`src/rra_pkg.sv`:
```
package rra_pkg;

  // Default coordinate width of the canvas
  localparam int COORD_BITS_DEF = 12;

  // Configuration port
  localparam int CFG_INDEX_BITS = 3;
  localparam int CFG_DATA_BITS  = 32;

  typedef logic [CFG_INDEX_BITS-1:0] cfg_index_t;

  localparam cfg_index_t REG_BOX_LEFT      = 3'd0;
  localparam cfg_index_t REG_BOX_TOP       = 3'd1;
  localparam cfg_index_t REG_BOX_WIDTH     = 3'd2;
  localparam cfg_index_t REG_BOX_HEIGHT    = 3'd3;
  localparam cfg_index_t REG_CORNER_RADIUS = 3'd4;
  localparam cfg_index_t REG_FILL_RGBA     = 3'd5;

  localparam logic [CFG_DATA_BITS-1:0] FILL_RGBA_RESET = 32'hFFFF_FFFF;

  // Color channels in order red, green, blue (index 2 down to 0)
  typedef logic [2:0][7:0] rgb_t;

endpackage

```
`src/rounded_rect_alpha_fill.sv`:
```
// Rounded rectangle fill with alpha blend, one pixel per transaction.
// Five register stages, the first loaded at the accepting edge.
// Throughput: one pixel per clock while out_stall is low; each stage holds one
// pixel, so the sustained rate is set by the stage handshake alone.
// Reset (rst, synchronous): clears all stage valid bits, loads box registers
// with 0 and fill_rgba with all ones.
module rounded_rect_alpha_fill #(
  parameter int COORD_BITS = rra_pkg::COORD_BITS_DEF
) (
  input  logic                             clk,
  input  logic                             rst,
  // configuration write port
  input  logic                             cfg_write,
  input  rra_pkg::cfg_index_t              cfg_index,
  input  logic [rra_pkg::CFG_DATA_BITS-1:0] cfg_data,
  // pixel input channel
  input  logic                             in_valid,
  output logic                             in_stall,
  input  logic [COORD_BITS-1:0]            pixel_x,
  input  logic [COORD_BITS-1:0]            pixel_y,
  input  logic [7:0]                       dst_red,
  input  logic [7:0]                       dst_green,
  input  logic [7:0]                       dst_blue,
  input  logic [7:0]                       dst_alpha,
  // pixel output channel
  output logic                             out_valid,
  input  logic                             out_stall,
  output logic [7:0]                       out_red,
  output logic [7:0]                       out_green,
  output logic [7:0]                       out_blue,
  output logic [7:0]                       out_alpha,
  output logic                             covered
);

  import rra_pkg::*;

  localparam int C  = COORD_BITS;
  localparam int RB = COORD_BITS - 1;      // radius and corner offset width
  localparam int SB = 2 * (COORD_BITS - 1); // squared offset width

  // Configuration registers
  logic [C:0]    box_left;
  logic [C:0]    box_top;
  logic [C-1:0]  box_width;
  logic [C-1:0]  box_height;
  logic [RB-1:0] corner_radius;
  logic [31:0]   fill_rgba;

  // Write configuration registers; unknown indexes are dropped
  always_ff @(posedge clk) begin
    if (rst) begin
      box_left      <= '0;
      box_top       <= '0;
      box_width     <= '0;
      box_height    <= '0;
      corner_radius <= '0;
      fill_rgba     <= FILL_RGBA_RESET;
    end else if (cfg_write) begin
      unique case (cfg_index)
        REG_BOX_LEFT:      box_left      <= cfg_data[C:0];
        REG_BOX_TOP:       box_top       <= cfg_data[C:0];
        REG_BOX_WIDTH:     box_width     <= cfg_data[C-1:0];
        REG_BOX_HEIGHT:    box_height    <= cfg_data[C-1:0];
        REG_CORNER_RADIUS: corner_radius <= cfg_data[RB-1:0];
        REG_FILL_RGBA:     fill_rgba     <= cfg_data[31:0];
        default: ;
      endcase
    end
  end

  // Effective radius: min(radius, width/2, height/2)
  logic [RB-1:0] half_w;
  logic [RB-1:0] half_h;
  logic [RB-1:0] r_min_wh;
  logic [RB-1:0] radius;
  logic [C-1:0]  w_minus_r;
  logic [C-1:0]  h_minus_r;
  rgb_t          fill_rgb;
  logic [7:0]    fill_a;
  logic [7:0]    fill_inv_a;

  assign half_w     = box_width[C-1:1];
  assign half_h     = box_height[C-1:1];
  assign r_min_wh   = (half_w < half_h) ? half_w : half_h;
  assign radius     = (corner_radius < r_min_wh) ? corner_radius : r_min_wh;
  assign w_minus_r  = box_width - {1'b0, radius};
  assign h_minus_r  = box_height - {1'b0, radius};
  assign fill_rgb   = fill_rgba[31:8];
  assign fill_a     = fill_rgba[7:0];
  // Weight of the old pixel: 255 - fill alpha
  assign fill_inv_a = 8'hFF - fill_a;

  // Stage handshake: a stage takes new data when empty or draining
  logic v1, v2, v3, v4;
  logic rdy1, rdy2, rdy3, rdy4, rdy5;

  assign rdy5     = !out_valid || !out_stall;
  assign rdy4     = !v4 || rdy5;
  assign rdy3     = !v3 || rdy4;
  assign rdy2     = !v2 || rdy3;
  assign rdy1     = !v1 || rdy2;
  assign in_stall = !rdy1;

  always_ff @(posedge clk) begin
    if (rst) begin
      v1        <= 1'b0;
      v2        <= 1'b0;
      v3        <= 1'b0;
      v4        <= 1'b0;
      out_valid <= 1'b0;
    end else begin
      if (rdy1) v1 <= in_valid;
      if (rdy2) v2 <= v1;
      if (rdy3) v3 <= v2;
      if (rdy4) v4 <= v3;
      if (rdy5) out_valid <= v4;
    end
  end

  // Stage 1: box-relative coordinates and box test
  logic [C+1:0] dx_full;
  logic [C+1:0] dy_full;
  logic         in_box_next;

  assign dx_full = {2'b00, pixel_x} - {box_left[C], box_left};
  assign dy_full = {2'b00, pixel_y} - {box_top[C], box_top};
  assign in_box_next = !dx_full[C+1] && !dy_full[C+1]
                    && (dx_full[C:0] < {1'b0, box_width})
                    && (dy_full[C:0] < {1'b0, box_height});

  logic [C-1:0] s1_dx;
  logic [C-1:0] s1_dy;
  logic         s1_in_box;
  rgb_t         s1_rgb;
  logic [7:0]   s1_alpha;

  always_ff @(posedge clk) begin
    if (rdy1) begin
      s1_dx     <= dx_full[C-1:0];
      s1_dy     <= dy_full[C-1:0];
      s1_in_box <= in_box_next;
      s1_rgb    <= {dst_red, dst_green, dst_blue};
      s1_alpha  <= dst_alpha;
    end
  end

  // Stage 2: corner classification and offsets from the corner center
  logic         at_left, at_right, at_top, at_bottom;
  logic [C-1:0] cx_left, cx_right, cy_top, cy_bottom;

  assign at_left   = s1_dx < {1'b0, radius};
  assign at_right  = s1_dx >= w_minus_r;
  assign at_top    = s1_dy < {1'b0, radius};
  assign at_bottom = s1_dy >= h_minus_r;
  assign cx_left   = {1'b0, radius} - s1_dx;
  assign cx_right  = s1_dx - w_minus_r + {{(C-1){1'b0}}, 1'b1};
  assign cy_top    = {1'b0, radius} - s1_dy;
  assign cy_bottom = s1_dy - h_minus_r + {{(C-1){1'b0}}, 1'b1};

  logic [RB-1:0] s2_cx;
  logic [RB-1:0] s2_cy;
  logic          s2_corner;
  logic          s2_in_box;
  rgb_t          s2_rgb;
  logic [7:0]    s2_alpha;

  always_ff @(posedge clk) begin
    if (rdy2) begin
      s2_cx     <= at_left ? cx_left[RB-1:0] : cx_right[RB-1:0];
      s2_cy     <= at_top ? cy_top[RB-1:0] : cy_bottom[RB-1:0];
      s2_corner <= (at_left || at_right) && (at_top || at_bottom);
      s2_in_box <= s1_in_box;
      s2_rgb    <= s1_rgb;
      s2_alpha  <= s1_alpha;
    end
  end

  // Stage 3: squares for the circle test and blend products
  logic [SB-1:0]     s3_sq_x;
  logic [SB-1:0]     s3_sq_y;
  logic [SB-1:0]     s3_rr;
  logic              s3_corner;
  logic              s3_in_box;
  logic [2:0][15:0]  s3_prod_fill;
  logic [2:0][15:0]  s3_prod_dst;
  rgb_t              s3_rgb;
  logic [7:0]        s3_alpha;

  always_ff @(posedge clk) begin
    if (rdy3) begin
      s3_sq_x   <= {{RB{1'b0}}, s2_cx} * {{RB{1'b0}}, s2_cx};
      s3_sq_y   <= {{RB{1'b0}}, s2_cy} * {{RB{1'b0}}, s2_cy};
      s3_rr     <= {{RB{1'b0}}, radius} * {{RB{1'b0}}, radius};
      s3_corner <= s2_corner;
      s3_in_box <= s2_in_box;
      for (int i = 0; i < 3; i++) begin
        s3_prod_fill[i] <= {8'd0, fill_rgb[i]} * {8'd0, fill_a};
        s3_prod_dst[i]  <= {8'd0, s2_rgb[i]} * {8'd0, fill_inv_a};
      end
      s3_rgb    <= s2_rgb;
      s3_alpha  <= s2_alpha;
    end
  end

  // Stage 4: coverage decision and blend sums
  logic [SB:0] dist_sq;

  assign dist_sq = {1'b0, s3_sq_x} + {1'b0, s3_sq_y};

  logic             s4_covered;
  logic [2:0][15:0] s4_sum;
  rgb_t             s4_rgb;
  logic [7:0]       s4_alpha;

  always_ff @(posedge clk) begin
    if (rdy4) begin
      s4_covered <= s3_in_box && (!s3_corner || (dist_sq <= {1'b0, s3_rr}));
      for (int i = 0; i < 3; i++) begin
        s4_sum[i] <= s3_prod_fill[i] + s3_prod_dst[i];
      end
      s4_rgb   <= s3_rgb;
      s4_alpha <= s3_alpha;
    end
  end

  // Stage 5: divide by 255 and select the blended or original pixel
  logic [2:0][16:0] div_acc;
  rgb_t             blend_rgb;

  always_comb begin
    for (int i = 0; i < 3; i++) begin
      div_acc[i]   = {1'b0, s4_sum[i]} + {9'd0, s4_sum[i][15:8]} + 17'd1;
      blend_rgb[i] = div_acc[i][15:8];
    end
  end

  always_ff @(posedge clk) begin
    if (rdy5) begin
      covered <= s4_covered;
      if (s4_covered) begin
        out_red   <= blend_rgb[2];
        out_green <= blend_rgb[1];
        out_blue  <= blend_rgb[0];
        out_alpha <= (s4_alpha > fill_a) ? s4_alpha : fill_a;
      end else begin
        out_red   <= s4_rgb[2];
        out_green <= s4_rgb[1];
        out_blue  <= s4_rgb[0];
        out_alpha <= s4_alpha;
      end
    end
  end

  // An accepted transaction always lands in the first stage
  a_accept_lands: assert property (@(posedge clk) disable iff (rst)
    in_valid && !in_stall |=> v1)
    else $error("accepted pixel did not enter stage 1");

  // A pixel waiting in the last internal stage is not dropped by a stall
  a_stage4_holds: assert property (@(posedge clk) disable iff (rst)
    v4 && !rdy5 |=> v4)
    else $error("stage 4 pixel lost under output stall");

  // A covered pixel never ends with alpha below the fill alpha
  a_covered_alpha: assert property (@(posedge clk) disable iff (rst)
    out_valid && covered |-> out_alpha >= fill_a)
    else $error("covered pixel alpha below fill alpha");

endmodule

```
`config.mk`:
```
export PLATFORM = sky130hd
export DESIGN_NAME = rounded_rect_alpha_fill
export DESIGN_NICKNAME = d
export VERILOG_FILES = /design/src/rra_pkg.sv /design/src/rounded_rect_alpha_fill.sv
export SDC_FILE = /design/constraint.sdc
export NUM_CORES = 2
export LEC_CHECK = 0
export ABC_AREA = 1
export BUFFER_PORTS_ARGS = -buffer_cell sky130_fd_sc_hd__buf_2
export CAP_MARGIN = 20
export CORE_ASPECT_RATIO = 0.8
export CORE_UTILIZATION = 65
export CTS_BUF_LIST = sky130_fd_sc_hd__clkbuf_8
export DETAILED_ROUTE_END_ITERATION = 10
export PLACE_DENSITY_LB_ADDON = 0.08
export SYNTH_ARGS = -nofsm -noshare
export SYNTH_HDL_FRONTEND = slang
export SYNTH_SLANG_ARGS = --single-unit
```
`constraint.sdc`:
```
create_clock -name clk -period 26.5 [get_ports clk]
set_input_delay 1.325 -clock clk [delete_from_list [all_inputs] [get_ports clk]]
set_output_delay 1.325 -clock clk [all_outputs]
set_load 0.01 [all_outputs]
```
==> run metrics <==
outcome=complete, no violations; Clock transition at path regs=0.07 ns; Antenna Violating Nets Remaining=0; most area-consuming cells after synthesis=edfxtp_1, fa_1, ha_1; most used flip-flop cell after synthesis=edfxtp_1; I/O pins=around 130; Setup Total Neg Slack=0 ns; Tmin final=8.77 ns; first-pass GRT wire length=185000 microns; DP Cell Count=6505; number of buffer cells added on primary ports=130; unrepaired setup endpoints after global routing=no; WP data required=27.00 ns; most common cell after layout, fill and taps aside=inv_1; synth warn=0; P&R area growth vs syn=7.01%; Final #Nets=6778; Placeable Area=74200 sq um; Worst-Margin Slew=roughly 1.0 ns; post-synth top area share=25.7%; total grt overflow=0; initial drt markers=2757; commonest cells after routing, fill and taps aside=inv_1, nand2_1, ha_1, fa_1, edfxtp_1; Critical Path AT=9.28 ns; initial antenna violation count=1; pin count of the biggest net entering global routing=82; CTS Root Cell=clkbuf_8; syn_area_per_cell=8.94 sq um; cts bufs inserted=88; cts repair resizes=0; full die area=76500 sq um; f_max=114 MHz; WS Path Type=reg -> reg; DR WL/cell=17.2 microns; EDFF count, synth=420; Synth Instances=5481; final setup violation count=0; Slowest-stage cell, CP=o311ai_0; final hold slack=0.401 ns; Clock Latency Late Sink=0.74 ns; hold-fix buffers at CTS=0; FFs w/ async S/R, synth=0%; Final Hold Viols=0; number of global-route vias before repair=35.4k; Die Ht=248 microns; row count=between 80 and 90; Via Count=approximately 36k; CTS Buffer Depth=3; Max Slew Vio Count=0; Crit. End Element=flop; Initial Util=between 60% and 70%; clk sinks=518; cell taking the most area after synthesis=edfxtp_1; H-tree levels=3; Clock Skew=0.0567 ns; Chip Width=309 microns; # fillers=5919; share of layout cells above drive strength 1=about 5.6%; CP Launch Type=flop; max incr delay on CP=0.79 ns; CTS tree=done; gr usage total=between 30 and 40%; register area share after synthesis=29.7%; Post-CTS Setup Inserts=0; Cell variety after synth=56; drt total wl=115000 microns; Max Cap Viol=0; RePlAce Congestion=0.948; TritonRoute pass-1 iters=6; CP Max Fanout=21; DRC=0; dpl hpwl=approximately 90000 microns; Final Instance Count excl. Fillers=about 6.7k; slew margin rel.=~30%; Final period util=33.1%; Synth Register Bits=518; Critical Path Most Common Cell=inv_1; drt via density=approximately 5.5; Mapped Area=between 40000 and 50000 sq um; Tightest Hold Check Type=reg -> reg
-- logic make-up (layout without fill, tap and decap cells) --
kind of cell             after synthesis  in the layout  share of synthesized area, %
AND/OR/NAND/NOR                     1617           1617                          13.2
other                                  1              3                       0.00765
AO/OA/AOI/OAI                        745            745                          8.41
buffers and inverters               1250           1435                          9.61
XOR/XNOR                             261            261                          4.67
flip-flops                           518            518                          29.7
multiplexers                           1              1                        0.0230
adder cells (fa/ha/maj)             1088           1088                          34.3
-- cell usage after synthesis (4+ instances only) --
cell,instances
nand3b_1,8
nand2_1,1037
a21boi_0,4
o21ai_0,233
o221ai_1,5
nand3_1,154
nor3b_1,5
a21oi_1,372
dfxtp_1,98
o21bai_1,17
a21o_1,23
xor2_1,193
ha_1,663
nor3_1,30
a211oi_1,16
edfxtp_1,420
o211ai_1,15
a31oi_1,14
inv_2,8
o31ai_1,16
and2_1,7
nor2_1,331
buf_1,8
nand4_1,23
fa_1,425
o2111ai_1,8
or2_2,8
nand2_2,6
inv_1,1109
clkbuf_1,120
xnor2_1,68
-- path summary, 6_finish.rpt --
kind                   from           to  slack, ns  depth (start not counted)
min reg2reg     s3_alpha[0]  s4_alpha[0]       0.40                          0
min             s3_alpha[0]  s4_alpha[0]       0.40                          0
max reg2reg  box_height[11]    s3_rr[21]      17.73                         30
max          box_height[11]    s3_rr[21]      17.73                         30
-- metal layers --
layer	GRT usage [%]	part of all wire, %
met1	47.3	48
met2	45.0	41
met3	5.71	8.5
met4	7.69	1.9
met5	0	0
-- layout make-up --
class                   instances  area (sq um)  area share (%)
flip-flops and latches        518         14600            27.8
multi-input cells            3714         29700            56.7
clock inverters                72           587            1.12
clock buffers                  91          1250            2.39
inverters                    1118          4210            8.02
diodes                          1          2.50         0.00477
repair buffers                154           831            1.58
well taps                    1001          1250            2.39
-- critical path: cells and delay by family, from the launching register on --
kind / cells / cell delay (ns)
adder cells (fa/ha/maj): 8 / 3.37
AO/OA/AOI/OAI: 6 / 2.56
flip-flops: 1 / 0.37
AND/OR/NAND/NOR: 9 / 1.57
buffers and inverters: 7 / 0.67
-- per-stage QoR --
step / cell area (sq um) / util, % / setup WS (ns)
2_1_floorplan: 49000 / - / 15.56
3_3_place_gp: 50600 / 68.2 / 18.07
3_5_place_dp: 50600 / 68.2 / 17.97
4_1_cts: 52400 / 70.7 / 17.99
5_1_grt: 52400 / 70.7 / 17.24
6_report: 52400 / 70.7 / 17.73
-- registers in the layout, summed over array words and instances (netlist names), 12 cells and up --
| register | flops |
|---|---|
| s3_sq_x | 21 |
| s3_rgb | 24 |
| s3_prod_fill | 48 |
| s3_prod_dst | 48 |
| s3_rr | 21 |
| s1_dy | 12 |
| s3_sq_y | 21 |
| fill_rgba | 32 |
| s1_rgb | 24 |
| s4_rgb | 24 |
| s4_sum | 48 |
| box_top | 13 |
| box_left | 13 |
| box_height | 12 |
| box_width | 12 |
| s2_rgb | 24 |
| s1_dx | 12 |
Power is left out: the tool's default activity adds up to more than one toggle a clock period on the data nets, which glitch-free logic cannot reach.
